==> src/hw/rtl/abscj_pkg.sv <==
// ----------------------------------------------------------------------------
// abscj_pkg
// Shared types and codes for the A/B slot commit journal: event modes, slot,
// record state and format codes, register indexes and snapshot structures.
// ----------------------------------------------------------------------------
package abscj_pkg;

   // Default generation width and configuration data width
   localparam int GENERATION_BITS_DEFAULT = 32;
   localparam int CSR_DATA_BITS           = 32;
   localparam int CSR_INDEX_BITS          = 1;

   // Event modes (codes six and seven are unused)
   typedef enum logic [2:0] {
      MODE_RESTART  = 3'd0,
      MODE_PREPARE  = 3'd1,
      MODE_VERIFY   = 3'd2,
      MODE_COMMIT   = 3'd3,
      MODE_ROLLBACK = 3'd4,
      MODE_RECOVER  = 3'd5
   } mode_type;

   // Slot codes
   localparam logic [1:0] SLOT_NONE    = 2'd0;
   localparam logic [1:0] SLOT_A       = 2'd1;
   localparam logic [1:0] SLOT_B       = 2'd2;
   localparam logic [1:0] SLOT_INVALID = 2'd3;

   // Record state codes
   localparam logic [1:0] REC_EMPTY     = 2'd0;
   localparam logic [1:0] REC_PREPARED  = 2'd1;
   localparam logic [1:0] REC_COMMITTED = 2'd2;
   localparam logic [1:0] REC_INVALID   = 2'd3;

   // Record format codes
   localparam logic [1:0] FMT_BAD_SCHEMA = 2'd0;
   localparam logic [1:0] FMT_EMPTY      = 2'd1;
   localparam logic [1:0] FMT_VALID      = 2'd2;
   localparam logic [1:0] FMT_MALFORMED  = 2'd3;

   // Configuration register indexes
   localparam logic [CSR_INDEX_BITS-1:0] CSR_INITIAL_SLOT       = 1'd0;
   localparam logic [CSR_INDEX_BITS-1:0] CSR_INITIAL_GENERATION = 1'd1;

   // Control fields of one stored slot record
   typedef struct packed {
      logic [1:0] slot;
      logic [1:0] state;
      logic [1:0] format;
   } rec_ctl_type;

   // Status part of a snapshot (generations travel alongside)
   typedef struct packed {
      logic       ok;
      logic [1:0] act_slot;
      logic [1:0] cand_slot;
      logic       prep;
      logic       ver;
      logic       comm;
   } snap_type;

endpackage

==> src/hw/rtl/ab_slot_commit_journal.sv <==
// ----------------------------------------------------------------------------
// ab_slot_commit_journal
// Two-slot (A/B) credential journal with two-phase commit and record recovery.
// ----------------------------------------------------------------------------
// Path: a taken request goes from the input register through the event logic to
//   the result register. Throughput: one transaction per cycle while rsp_stall
//   is low; input register, event logic and result register act in one pass.
// Reset: synchronous, active high; clears journal state, the configuration
//   registers and both pipeline valids. No clearing pass.
// ----------------------------------------------------------------------------
module ab_slot_commit_journal #(
   parameter int GENERATION_BITS = abscj_pkg::GENERATION_BITS_DEFAULT
) (
   input  logic                                 clock,
   input  logic                                 reset,
   // configuration port
   input  logic                                 csr_write,
   input  logic [abscj_pkg::CSR_INDEX_BITS-1:0] csr_index,
   input  logic [abscj_pkg::CSR_DATA_BITS-1:0]  csr_wdata,
   // request channel
   input  logic                                 req_valid,
   output logic                                 req_stall,
   input  logic [2:0]                           req_mode,
   input  logic [GENERATION_BITS-1:0]           req_generation,
   input  logic                                 req_digest_ok,
   input  logic [1:0]                           req_a_slot,
   input  logic [1:0]                           req_a_state,
   input  logic [1:0]                           req_a_format,
   input  logic [GENERATION_BITS-1:0]           req_a_generation,
   input  logic [1:0]                           req_b_slot,
   input  logic [1:0]                           req_b_state,
   input  logic [1:0]                           req_b_format,
   input  logic [GENERATION_BITS-1:0]           req_b_generation,
   input  logic [1:0]                           req_mark_slot,
   // response channel
   output logic                                 rsp_valid,
   input  logic                                 rsp_stall,
   output logic                                 rsp_ok,
   output logic [1:0]                           rsp_active_slot_out,
   output logic [GENERATION_BITS-1:0]           rsp_active_generation_out,
   output logic [1:0]                           rsp_candidate_slot_out,
   output logic [GENERATION_BITS-1:0]           rsp_candidate_generation_out,
   output logic                                 rsp_prepared_out,
   output logic                                 rsp_verified_out,
   output logic                                 rsp_committed_out
);
   import abscj_pkg::*;

   // configuration registers
   logic [1:0]                 init_slot_ff;
   logic [CSR_DATA_BITS-1:0]   init_gen_ff;

   // input register
   logic                       in_valid_ff;
   logic                       take;
   logic [2:0]                 mode_ff;
   logic [GENERATION_BITS-1:0] gen_ff;
   logic                       digest_ok_ff;
   rec_ctl_type                a_ctl_ff;
   logic [GENERATION_BITS-1:0] a_gen_ff;
   rec_ctl_type                b_ctl_ff;
   logic [GENERATION_BITS-1:0] b_gen_ff;
   logic [1:0]                 mark_slot_ff;

   // result register
   logic                       out_valid_ff;
   snap_type                   out_snap_ff;
   logic [GENERATION_BITS-1:0] out_act_gen_ff;
   logic [GENERATION_BITS-1:0] out_cand_gen_ff;

   logic                       advance;
   logic                       fire;
   snap_type                   rcv;
   logic [GENERATION_BITS-1:0] rcv_act_gen;
   logic [GENERATION_BITS-1:0] rcv_cand_gen;
   snap_type                   snap;
   logic [GENERATION_BITS-1:0] snap_act_gen;
   logic [GENERATION_BITS-1:0] snap_cand_gen;

   // Pipeline flow control
   assign advance   = !out_valid_ff || !rsp_stall;
   assign fire      = in_valid_ff && advance;
   assign req_stall = in_valid_ff && !advance;
   assign take      = req_valid && !req_stall;

   // Configuration registers
   always_ff @(posedge clock) begin
      if (reset) begin
         init_slot_ff <= SLOT_NONE;
         init_gen_ff  <= '0;
      end else if (csr_write) begin
         case (csr_index)
            CSR_INITIAL_SLOT: begin
               init_slot_ff <= csr_wdata[1:0];
            end
            CSR_INITIAL_GENERATION: begin
               init_gen_ff <= csr_wdata;
            end
            default: begin
               init_slot_ff <= init_slot_ff;
            end
         endcase
      end
   end

   // Pipeline valids
   always_ff @(posedge clock) begin
      if (reset) begin
         in_valid_ff  <= 1'b0;
         out_valid_ff <= 1'b0;
      end else begin
         if (!req_stall) begin
            in_valid_ff <= req_valid;
         end
         if (advance) begin
            out_valid_ff <= in_valid_ff;
         end
      end
   end

   // Input payload register
   always_ff @(posedge clock) begin
      if (take) begin
         mode_ff         <= req_mode;
         gen_ff          <= req_generation;
         digest_ok_ff    <= req_digest_ok;
         a_ctl_ff.slot   <= req_a_slot;
         a_ctl_ff.state  <= req_a_state;
         a_ctl_ff.format <= req_a_format;
         a_gen_ff        <= req_a_generation;
         b_ctl_ff.slot   <= req_b_slot;
         b_ctl_ff.state  <= req_b_state;
         b_ctl_ff.format <= req_b_format;
         b_gen_ff        <= req_b_generation;
         mark_slot_ff    <= req_mark_slot;
      end
   end

   abscj_recover #(
      .GENERATION_BITS(GENERATION_BITS)
   ) u_recover (
      .a_ctl        (a_ctl_ff),
      .a_gen        (a_gen_ff),
      .b_ctl        (b_ctl_ff),
      .b_gen        (b_gen_ff),
      .mark_slot    (mark_slot_ff),
      .marker_gen   (gen_ff),
      .rcv          (rcv),
      .rcv_act_gen  (rcv_act_gen),
      .rcv_cand_gen (rcv_cand_gen)
   );

   abscj_state #(
      .GENERATION_BITS(GENERATION_BITS)
   ) u_state (
      .clock         (clock),
      .reset         (reset),
      .fire          (fire),
      .mode          (mode_ff),
      .gen           (gen_ff),
      .digest_ok     (digest_ok_ff),
      .init_slot     (init_slot_ff),
      .init_gen      (GENERATION_BITS'(init_gen_ff)),
      .rcv           (rcv),
      .rcv_act_gen   (rcv_act_gen),
      .rcv_cand_gen  (rcv_cand_gen),
      .snap          (snap),
      .snap_act_gen  (snap_act_gen),
      .snap_cand_gen (snap_cand_gen)
   );

   // Result payload register
   always_ff @(posedge clock) begin
      if (fire) begin
         out_snap_ff     <= snap;
         out_act_gen_ff  <= snap_act_gen;
         out_cand_gen_ff <= snap_cand_gen;
      end
   end

   assign rsp_valid                    = out_valid_ff;
   assign rsp_ok                       = out_snap_ff.ok;
   assign rsp_active_slot_out          = out_snap_ff.act_slot;
   assign rsp_active_generation_out    = out_act_gen_ff;
   assign rsp_candidate_slot_out       = out_snap_ff.cand_slot;
   assign rsp_candidate_generation_out = out_cand_gen_ff;
   assign rsp_prepared_out             = out_snap_ff.prep;
   assign rsp_verified_out             = out_snap_ff.ver;
   assign rsp_committed_out            = out_snap_ff.comm;

endmodule

==> src/hw/rtl/abscj_recover.sv <==
// ----------------------------------------------------------------------------
// abscj_recover
// Checks two slot records against a commit marker and derives the snapshot
// they describe. Purely combinational; a failed check gives an all-zero result.
// ----------------------------------------------------------------------------
module abscj_recover #(
   parameter int GENERATION_BITS = abscj_pkg::GENERATION_BITS_DEFAULT
) (
   input  abscj_pkg::rec_ctl_type        a_ctl,
   input  logic [GENERATION_BITS-1:0]    a_gen,
   input  abscj_pkg::rec_ctl_type        b_ctl,
   input  logic [GENERATION_BITS-1:0]    b_gen,
   input  logic [1:0]                    mark_slot,
   input  logic [GENERATION_BITS-1:0]    marker_gen,
   output abscj_pkg::snap_type           rcv,
   output logic [GENERATION_BITS-1:0]    rcv_act_gen,
   output logic [GENERATION_BITS-1:0]    rcv_cand_gen
);
   import abscj_pkg::*;

   localparam logic [GENERATION_BITS-1:0] GEN_ZERO = '0;

   logic                       fit_a;
   logic                       fit_b;
   logic                       both_fit;
   logic                       pa;
   logic                       pb;
   rec_ctl_type                m_ctl;
   rec_ctl_type                o_ctl;
   logic [GENERATION_BITS-1:0] m_gen;
   logic [GENERATION_BITS-1:0] o_gen;
   logic                       marked_good;

   // Record is consistent with its physical slot
   function automatic logic record_fits(rec_ctl_type r, logic [GENERATION_BITS-1:0] g,
                                        logic [1:0] phys);
      logic res;
      res = 1'b0;
      if (r.format != FMT_BAD_SCHEMA) begin
         case (r.state)
            REC_EMPTY: begin
               res = ((r.slot == SLOT_NONE) || (r.slot == phys)) && (g == GEN_ZERO) &&
                     (r.format == FMT_EMPTY);
            end
            REC_PREPARED, REC_COMMITTED: begin
               res = (r.slot == phys) && (g != GEN_ZERO) && (r.format == FMT_VALID);
            end
            default: begin
               res = 1'b0;
            end
         endcase
      end
      return res;
   endfunction

   assign fit_a    = record_fits(a_ctl, a_gen, SLOT_A);
   assign fit_b    = record_fits(b_ctl, b_gen, SLOT_B);
   assign both_fit = fit_a && fit_b;
   assign pa       = (a_ctl.state == REC_PREPARED);
   assign pb       = (b_ctl.state == REC_PREPARED);

   // Marked and other record selection
   assign m_ctl = (mark_slot == SLOT_A) ? a_ctl : b_ctl;
   assign m_gen = (mark_slot == SLOT_A) ? a_gen : b_gen;
   assign o_ctl = (mark_slot == SLOT_A) ? b_ctl : a_ctl;
   assign o_gen = (mark_slot == SLOT_A) ? b_gen : a_gen;

   assign marked_good = both_fit && (marker_gen != GEN_ZERO) &&
                        (m_ctl.state == REC_COMMITTED) && (m_ctl.slot == mark_slot) &&
                        (m_gen == marker_gen);

   // Snapshot derivation
   always_comb begin
      rcv          = '0;
      rcv_act_gen  = '0;
      rcv_cand_gen = '0;
      if (mark_slot == SLOT_NONE) begin
         // no marker: no committed record, at most one prepared
         if (both_fit && (marker_gen == GEN_ZERO) && (a_ctl.state != REC_COMMITTED) &&
             (b_ctl.state != REC_COMMITTED) && !(pa && pb)) begin
            rcv.ok = 1'b1;
            if (pa) begin
               rcv.cand_slot = a_ctl.slot;
               rcv_cand_gen  = a_gen;
               rcv.prep      = 1'b1;
            end else if (pb) begin
               rcv.cand_slot = b_ctl.slot;
               rcv_cand_gen  = b_gen;
               rcv.prep      = 1'b1;
            end
         end
      end else if ((mark_slot == SLOT_A) || (mark_slot == SLOT_B)) begin
         if (marked_good) begin
            case (o_ctl.state)
               REC_COMMITTED: begin
                  rcv.ok = (o_gen < marker_gen);
               end
               REC_PREPARED: begin
                  rcv.ok = (o_gen > marker_gen);
                  if (o_gen > marker_gen) begin
                     rcv.cand_slot = o_ctl.slot;
                     rcv_cand_gen  = o_gen;
                     rcv.prep      = 1'b1;
                  end
               end
               REC_EMPTY: begin
                  rcv.ok = 1'b1;
               end
               default: begin
                  rcv.ok = 1'b0;
               end
            endcase
            if (rcv.ok) begin
               rcv.act_slot = mark_slot;
               rcv_act_gen  = marker_gen;
               rcv.comm     = 1'b1;
            end else begin
               rcv.cand_slot = SLOT_NONE;
               rcv_cand_gen  = '0;
               rcv.prep      = 1'b0;
            end
         end
      end
   end

endmodule

==> src/hw/rtl/abscj_state.sv <==
// ----------------------------------------------------------------------------
// abscj_state
// Journal state registers and the event logic for restart, prepare, verify,
// commit and rollback. Produces the snapshot for the transaction in flight.
// ----------------------------------------------------------------------------
module abscj_state #(
   parameter int GENERATION_BITS = abscj_pkg::GENERATION_BITS_DEFAULT
) (
   input  logic                          clock,
   input  logic                          reset,
   input  logic                          fire,
   input  logic [2:0]                    mode,
   input  logic [GENERATION_BITS-1:0]    gen,
   input  logic                          digest_ok,
   input  logic [1:0]                    init_slot,
   input  logic [GENERATION_BITS-1:0]    init_gen,
   input  abscj_pkg::snap_type           rcv,
   input  logic [GENERATION_BITS-1:0]    rcv_act_gen,
   input  logic [GENERATION_BITS-1:0]    rcv_cand_gen,
   output abscj_pkg::snap_type           snap,
   output logic [GENERATION_BITS-1:0]    snap_act_gen,
   output logic [GENERATION_BITS-1:0]    snap_cand_gen
);
   import abscj_pkg::*;

   localparam logic [GENERATION_BITS-1:0] GEN_ZERO = '0;

   logic [1:0]                 act_slot_ff,  act_slot_in;
   logic [GENERATION_BITS-1:0] act_gen_ff,   act_gen_in;
   logic [1:0]                 cand_slot_ff, cand_slot_in;
   logic [GENERATION_BITS-1:0] cand_gen_ff,  cand_gen_in;
   logic                       prep_ff,      prep_in;
   logic                       ver_ff,       ver_in;
   logic                       comm_ff,      comm_in;
   logic                       ok;

   // Event decode and next state
   always_comb begin
      act_slot_in  = act_slot_ff;
      act_gen_in   = act_gen_ff;
      cand_slot_in = cand_slot_ff;
      cand_gen_in  = cand_gen_ff;
      prep_in      = prep_ff;
      ver_in       = ver_ff;
      comm_in      = comm_ff;
      ok           = 1'b0;
      case (mode)
         MODE_RESTART: begin
            if (((init_slot == SLOT_NONE) == (init_gen == GEN_ZERO)) &&
                (init_slot != SLOT_INVALID)) begin
               ok           = 1'b1;
               act_slot_in  = init_slot;
               act_gen_in   = init_gen;
               cand_slot_in = SLOT_NONE;
               cand_gen_in  = '0;
               prep_in      = 1'b0;
               ver_in       = 1'b0;
               comm_in      = 1'b0;
            end
         end
         MODE_PREPARE: begin
            // gen <= active generation also rejects a zero generation
            if (!prep_ff && !comm_ff && (gen > act_gen_ff) && digest_ok) begin
               ok           = 1'b1;
               cand_slot_in = (act_slot_ff == SLOT_A) ? SLOT_B : SLOT_A;
               cand_gen_in  = gen;
               prep_in      = 1'b1;
               ver_in       = 1'b0;
               comm_in      = 1'b0;
            end
         end
         MODE_VERIFY: begin
            if (prep_ff && !comm_ff) begin
               ok     = 1'b1;
               ver_in = 1'b1;
            end
         end
         MODE_COMMIT: begin
            // verified stays set after commit until restart
            if (prep_ff && ver_ff && !comm_ff) begin
               ok           = 1'b1;
               act_slot_in  = cand_slot_ff;
               act_gen_in   = cand_gen_ff;
               comm_in      = 1'b1;
               prep_in      = 1'b0;
               cand_slot_in = SLOT_NONE;
               cand_gen_in  = '0;
            end
         end
         MODE_ROLLBACK: begin
            if (prep_ff && !comm_ff) begin
               ok           = 1'b1;
               cand_slot_in = SLOT_NONE;
               cand_gen_in  = '0;
               prep_in      = 1'b0;
               ver_in       = 1'b0;
            end
         end
         default: begin
            ok = 1'b0;
         end
      endcase
   end

   // Snapshot: recover reports its own derivation, others the new state
   always_comb begin
      if (mode == MODE_RECOVER) begin
         snap          = rcv;
         snap_act_gen  = rcv_act_gen;
         snap_cand_gen = rcv_cand_gen;
      end else begin
         snap.ok        = ok;
         snap.act_slot  = act_slot_in;
         snap.cand_slot = cand_slot_in;
         snap.prep      = prep_in;
         snap.ver       = ver_in;
         snap.comm      = comm_in;
         snap_act_gen   = act_gen_in;
         snap_cand_gen  = cand_gen_in;
      end
   end

   // State registers
   always_ff @(posedge clock) begin
      if (reset) begin
         act_slot_ff  <= SLOT_NONE;
         act_gen_ff   <= '0;
         cand_slot_ff <= SLOT_NONE;
         cand_gen_ff  <= '0;
         prep_ff      <= 1'b0;
         ver_ff       <= 1'b0;
         comm_ff      <= 1'b0;
      end else if (fire) begin
         act_slot_ff  <= act_slot_in;
         act_gen_ff   <= act_gen_in;
         cand_slot_ff <= cand_slot_in;
         cand_gen_ff  <= cand_gen_in;
         prep_ff      <= prep_in;
         ver_ff       <= ver_in;
         comm_ff      <= comm_in;
      end
   end

endmodule

==> config.mk <==
export PLATFORM = sky130hd
export DESIGN_NAME = ab_slot_commit_journal
export DESIGN_NICKNAME = d
export VERILOG_FILES = /design/src/hw/rtl/abscj_pkg.sv /design/src/hw/rtl/ab_slot_commit_journal.sv /design/src/hw/rtl/abscj_recover.sv /design/src/hw/rtl/abscj_state.sv
export SDC_FILE = /design/constraint.sdc
export NUM_CORES = 1
export LEC_CHECK = 0
export BUFFER_PORTS_ARGS = -buffer_cell sky130_fd_sc_hd__buf_2
export CAP_MARGIN = 15
export CORE_MARGIN = 2
export CORE_UTILIZATION = 38
export CTS_BUF_LIST = sky130_fd_sc_hd__clkbuf_8
export CTS_CLUSTER_DIAMETER = 30
export DETAILED_ROUTE_END_ITERATION = 16
export GPL_TIMING_DRIVEN = 0
export HOLD_SLACK_MARGIN = 0.05
export PLACE_DENSITY = 0.66
export SYNTH_ARGS = -nofsm -noshare
export SYNTH_HDL_FRONTEND = slang
export SYNTH_SLANG_ARGS = --single-unit
export TNS_END_PERCENT = 20
==> constraint.sdc <==
create_clock -name clock -period 9.7 [get_ports clock]
set_input_delay 1.94 -clock clock [delete_from_list [all_inputs] [get_ports clock]]
set_output_delay 1.94 -clock clock [all_outputs]
set_load 0.01 [all_outputs]
==> flow_metrics.py, run 1 <==
metrics = {
    "outcome": {
        "status": "complete, no violations",
    },
    "global_routing": {
        "grt_pass1_wl_um": 75870,
        "grt_pass1_vias": 12560,
        "overflow": 0,
        "antenna_found_initial": 0,
        "grt_max_degree": 56,
        "track_usage_pct": 24.75,
    },
    "die": {
        "start_util_pct": 38.53,
        "die_h_um": 201.9,
        "rows": 72,
        "die_x_um": 201.9,
        "die_area_mm2": 0.04078,
        "ios": 226,
        "core_mm2": 0.03865,
    },
    "flow_run": {
        "cap_violations": 0,
    },
    "synth": {
        "ys_types": 61,
        "synth-main-ff-cell": "edfxtp_1",
        "syn_inst": 1400,
        "synth_warnings": 0,
        "ys_ff_latch": 293,
        "ys_seq_area_share_pct": 51.90,
        "syn_avg_cell_area_um2": 10.64,
        "synth_edf_count": 186,
        "synthArstFlopShare_pct": 0,
        "synth_nets": 1626,
        "syn_area_mm2": 0.01489,
    },
    "setup_path": {
        "critical_path_class": "flop to flop",
        "rr_worst_depth": 16,
        "end_kind": "flop",
        "critPathMaxFanout": 10,
        "cp.arrival_ps": 6960,
        "worst_path_largest_cell_delay_ps": 650,
        "start_kind": "flop",
        "worstPathRequired_ps": 10100,
        "crit_chain": "inv_1, ha_1, buf_2, buf_1, clkbuf_1, clkbuf_1, mux2_2, ha_1, nand4_1, or4_1, a21oi_1, o31ai_1, a21oi_1, o2111ai_2, buf_2, o22ai_1",
        "slowest_stage": "a21oi_1",
    },
    "detailed_routing": {
        "wl_per_cell_um": 22.61,
        "vias_per_cell": 5.646,
        "first_pass_iters": 7,
        "vias": 12816,
        "drtIter0Drc": 1116,
        "drc_errors": 0,
        "wl_um": 51340,
        "ant_nets": 0,
    },
    "cts": {
        "cts_buffer_depth": 3,
        "numCtsBuffers": 68,
        "cts_num_sinks": 293,
        "clock_latency_ps": 630,
        "ctsHtreeMaxLevel": 3,
        "cts_root_buffer": "clkbuf_8",
        "ctsResizeCount": 0,
        "clk_pin_slew_worst_paths_ps": 60,
        "post_cts_buffers": 0,
        "postCtsHoldBufs": 0,
        "cts_tree": "built",
    },
    "sta": {
        "max_freq_mhz": 152.3,
        "timing.setup.tns_ps": 0,
        "period_share_pct": 67.69,
        "tightest_slew_ps": 1131,
        "rsz0062_at_grt": "no",
        "setup_viol": 0,
        "fin_skew_ps": 37.38,
        "slew_viol_final": 0,
        "post-route-min-period_ps": 6566,
        "relSlewSlack_pct": 23.92,
        "finalHoldViolCount": 0,
        "whs_ps": 483.0,
    },
    "cells_and_area": {
        "area_delta_synth_final_pct": 23.20,
        "mostFrequentLayoutCells": "buf_2, edfxtp_1, a21oi_1",
        "nFillCells": 3632,
        "final_common_cell": "buf_2",
        "drive_gt1_share_pct": 22.09,
        "antenna_cells": 0,
        "nets": 1925,
        "layoutNonFillerInstCount": 2270,
    },
    "hold_path": {
        "min_path_type": "flop to flop",
        "worst_hold_path.num_cells": 2,
    },
    "place": {
        "io_buffers": 225,
        "place_congestion": 0.9448,
        "dpl.cell_count": 2147,
        "dp_hpwl_um": 40090,
    },
    "pwr": {
        "p_leak_nw": 6.905,
        "powerDensity_mw_per_mm2": 186.1,
        "ir_drop_mv": 0.09908,
    },
}
per-stage QoR:
stage	total power, mW	setup slack [ps]	cell area, um^2	utilization [%]
5_1_grt	3.542	2839	18340	47.47
3_3_place_gp	1.793	-621.5	16660	43.12
4_1_cts	3.439	3213	18340	47.47
3_5_place_dp	1.796	3226	16760	43.37
6_report	3.414	3134	18340	47.47
2_1_floorplan	1.646	1887	14890	-
routing by layer:
layer	track usage, %	vias to the layer above	routed length [um]
li1	-	6004	-
met1	34.72	6110	23230
met2	37.53	601	22530
met3	4.773	101	3817
met4	10.08	0	1758
met5	0	-	0
flip-flops by register name, indices dropped and copies added (netlist names), 3 cells and up:
| name | count |
|---|---|
| a_ctl_ff | 6 |
| a_gen_ff | 32 |
| b_ctl_ff | 6 |
| b_gen_ff | 32 |
| gen_ff | 32 |
| init_gen_ff | 32 |
| mode_ff | 3 |
| rsp_active_generation_out | 32 |
| rsp_candidate_generation_out | 32 |
| u_state.act_gen_ff | 32 |
| u_state.cand_gen_ff | 32 |
synthesized netlist by cell type (2+ instances only):
cell | instances | area share [%]
edfxtp_1 | 186 | 38
a21oi_1 | 172 | 5.8
dfxtp_1 | 107 | 14
a22o_1 | 99 | 5.8
nand2_1 | 96 | 2.4
clkbuf_1 | 83 | 2.1
ha_1 | 74 | 6.2
inv_1 | 74 | 1.9
a22oi_1 | 69 | 3.5
nand4_1 | 57 | 2.4
nor2_1 | 53 | 1.3
o21ai_0 | 49 | 1.6
nor4_1 | 44 | 1.8
mux2i_1 | 38 | 2.6
o22ai_1 | 35 | 1.5
xnor2_1 | 34 | 2.0
mux2_2 | 33 | 2.5
nor2b_1 | 11 | 0.46
nand3_1 | 9 | 0.30
nor3_1 | 6 | 0.20
a31oi_1 | 5 | 0.21
buf_2 | 5 | 0.17
buf_1 | 4 | 0.10
or4_1 | 4 | 0.20
a211oi_1 | 3 | 0.15
and2_1 | 3 | 0.13
nand2b_1 | 3 | 0.13
o211ai_1 | 3 | 0.15
o31ai_1 | 3 | 0.15
a21o_1 | 2 | 0.10
a221o_1 | 2 | 0.13
a221oi_1 | 2 | 0.12
a32o_1 | 2 | 0.13
and3_1 | 2 | 0.084
nand3b_1 | 2 | 0.10
path summary, 6_finish.rpt:
check	start	end	slack [ps]
setup reg to reg	mark_slot_ff[1]$_DFFE_PP_	rsp_active_generation_out[17]$_DFFE_PP_	3130
hold reg to reg	in_valid_ff$_SDFFE_PP0N_	rsp_valid$_SDFFE_PP0N_	480
setup / recovery	mark_slot_ff[1]$_DFFE_PP_	rsp_active_generation_out[17]$_DFFE_PP_	3130
hold / removal	in_valid_ff$_SDFFE_PP0N_	rsp_valid$_SDFFE_PP0N_	480
critical path, delay by kind of cell, from the launching register on:
family,cells,cell delay (ps)
fa+ha+maj,2,470
buf+inv,6,2490
mux,1,450
flops,1,410
simple gates,2,800
compound gates,5,1720
final cells by class:
class / count / area [um^2] / share of cell area (%)
clock buffer: 72 / 991.0 / 5.402
sequential: 293 / 7727 / 42.13
inverter: 74 / 277.8 / 1.514
tap: 518 / 648.1 / 3.533
multi-input combinational: 941 / 6540 / 35.65
clock inverter: 51 / 590.6 / 3.219
timing repair buffer: 229 / 1214 / 6.616
buffer: 92 / 355.3 / 1.937
report_power, final:
part / total [mW] / leakage (nW) / switching [mW] / internal (mW)
Combinational: 0.333 / 3.44 / 0.203 / 0.129
Clock: 1.64 / 0.817 / 0.611 / 1.02
Sequential: 1.45 / 2.65 / 0.0608 / 1.38
logic make-up (layout without fill, tap and decap cells):
| family | after synthesis | in the layout | share of synthesized area (%) |
|---|---|---|---|
| compound gates | 462 | 462 | 20.34 |
| simple gates | 300 | 300 | 10.26 |
| buf+inv | 166 | 518 | 4.227 |
| mux | 71 | 71 | 5.050 |
| xor+xnor | 34 | 34 | 2.000 |
| flops | 293 | 293 | 51.90 |
| fa+ha+maj | 74 | 74 | 6.219 |
Power figures use the tool's default switching activity.
==> run 2, diff against run 1 <==
clock period = 6.38 ns   (was 9.7 ns; I/O delays follow)
==> run 2 against run 1 <==
  * Sequential power grew 52%
  * Largest cell class unchanged
  * Highest routed layer unchanged
  * Largest power group unchanged
  * Count of clock-buffer cells in the layout is 8 higher
  * Design area down 0.10%
  * Critical endpoint is now rsp_active_generation_out[10]$_DFFE_PP_
  * Clock skew is 4.6 ps lower
  * Total power grew 50%
  * Final cell count increased by 0.13%
==> flow_metrics.py, run 2 (synthesis results as in run 1) <==
metrics = {
    "place": {
        "dp_hpwl_um": 40220,
        "io_buffers": 225,
        "place_congestion": 0.9594,
        "placed_area_mm2": 0.01676,
        "place_ws_ps": -107.4,
    },
    "cells_and_area": {
        "multi_input_area_mm2": 0.006544,
        "area_delta_synth_final_pct": 23.08,
        "nFillCells": 3647,
        "mostFrequentLayoutCells": "buf_2, edfxtp_1, a21oi_1",
        "stdcell_area_mm2": 0.01833,
        "seq_area_mm2": 0.007727,
        "nets": 1927,
        "final_common_cell": "buf_2",
        "drive_gt1_share_pct": 22.29,
    },
    "sta": {
        "rsz0062_at_grt": "no",
        "post-route-min-period_ps": 5922,
        "relSlewSlack_pct": 32.57,
        "max_freq_mhz": 168.9,
        "fin_ws_ps": 457.8,
        "tightest_slew_ps": 1003,
        "slew_viol_final": 0,
        "timing.setup.tns_ps": 0,
        "fin_skew_ps": 32.81,
        "setup_viol": 0,
        "finalHoldViolCount": 0,
        "period_share_pct": 92.82,
    },
    "pwr": {
        "p_total_mw": 5.126,
        "ir_drop_mv": 0.1652,
        "p_leak_nw": 6.910,
        "powerDensity_mw_per_mm2": 279.7,
    },
    "global_routing": {
        "overflow": 0,
        "track_usage_pct": 24.77,
        "antenna_found_initial": 1,
        "grt_pass1_vias": 12528,
        "grt_max_degree": 56,
        "grt_pass1_wl_um": 76000,
    },
    "setup_path": {
        "cp.arrival_ps": 6300,
        "crit_family": "buffers and inverters",
        "worst_path_largest_cell_delay_ps": 630,
        "critPathMaxFanout": 19,
        "rr_worst_depth": 15,
        "critical_path_class": "flop to flop",
        "cp.depth": 15,
        "worstPathRequired_ps": 6760,
        "path_buf_inv": 5,
        "start_kind": "flop",
        "slowest_stage": "or4_1",
        "end_kind": "flop",
        "crit_chain": "inv_1, ha_1, buf_2, clkbuf_1, clkbuf_1, mux2_2, ha_1, nand4_1, or4_1, a21oi_1, o31ai_1, a21oi_2, o2111ai_2, buf_2, o22ai_1",
    },
    "detailed_routing": {
        "drtIter0Drc": 1266,
        "drc_errors": 0,
        "wl_per_cell_um": 22.71,
        "first_pass_iters": 6,
        "ant_nets": 0,
        "vias_per_cell": 5.695,
        "vias": 12944,
        "wl_um": 51630,
    },
    "die": {
        "rows": 72,
        "die_h_um": 201.9,
        "start_util_pct": 38.53,
        "die_x_um": 201.9,
        "ios": 226,
        "die_area_mm2": 0.04078,
        "core_mm2": 0.03865,
    },
    "outcome": {
        "status": "complete, no violations",
    },
    "cts": {
        "cts_tree": "built",
        "ctsHtreeMaxLevel": 3,
        "postCtsHoldBufs": 0,
        "clock_latency_ps": 620,
        "clk_pin_slew_worst_paths_ps": 50,
        "cts_num_sinks": 293,
        "cts_buffer_depth": 3,
        "post_cts_buffers": 0,
        "numCtsBuffers": 70,
        "cts_root_buffer": "clkbuf_8",
    },
    "hold_path": {
        "worst_hold_path.num_cells": 2,
        "min_path_type": "flop to flop",
    },
    "flow_run": {
        "cap_violations": 0,
    },
}
run 2: cell type report:
type | instances | share of cell area [%]
multi-input cells | 941 | 35.71
repair buffers | 230 | 6.650
flip-flops and latches | 293 | 42.17
well taps | 518 | 3.537
inverters | 74 | 1.516
clock buffers | 80 | 6.008
diodes | 1 | 0.01366
clock inverters | 45 | 2.472
plain buffers | 91 | 1.925
run 2: metal layers:
metal  global-route usage, %  part of all wire, %  routed length, um  up-vias
li1                        -                    -                  -     6012
met1                   34.73                   45              23100     6157
met2                   37.74                   44              22680      682
met3                   4.740                  8.1               4203       93
met4                   9.848                  3.2               1638        0
met5                       0                    0                  0        -
run 2: what timing repair did:
item	in CTS	in global routing
gates resized for setup	1	2
gates cloned	0	0
endpoints found under the hold margin	0	0
setup endpoints to repair	18	34
run 2: worst register-to-register path: stages (launching register included):
cell and delay [ps]:
edfxtp_1 390, inv_1 230, ha_1 190, buf_2 440, clkbuf_1 500, clkbuf_1 500
mux2_2 440, ha_1 330, nand4_1 170, or4_1 630, a21oi_1 200, o31ai_1 130
a21oi_2 460, o2111ai_2 390, buf_2 350, o22ai_1 330
run 2: final timing paths:
kind	start	to	slack, ps
max	mark_slot_ff[1]$_DFFE_PP_	rsp_active_generation_out[10]$_DFFE_PP_	460
min	in_valid_ff$_SDFFE_PP0N_	rsp_valid$_SDFFE_PP0N_	480
max reg2reg	mark_slot_ff[1]$_DFFE_PP_	rsp_active_generation_out[10]$_DFFE_PP_	460
min reg2reg	in_valid_ff$_SDFFE_PP0N_	rsp_valid$_SDFFE_PP0N_	480
run 2: where the power goes:
part | internal (mW) | switching, mW | leakage [nW] | total, mW
logic | 0.197 | 0.311 | 3.45 | 0.508
registers | 2.11 | 0.0934 | 2.65 | 2.20
clock network | 1.48 | 0.934 | 0.813 | 2.42
run 2: through the flow:
step | std cells | hold slack [ps] | util [%]
detailed placement | 2147 | 475.4 | 43.37
floorplan | 1400 | 444.1 | -
global placement | 2143 | 454.0 | 43.12
CTS | 2272 | 485.9 | 47.40
finish | 2273 | 484.5 | 47.42
global route | 2273 | 513.2 | 47.42
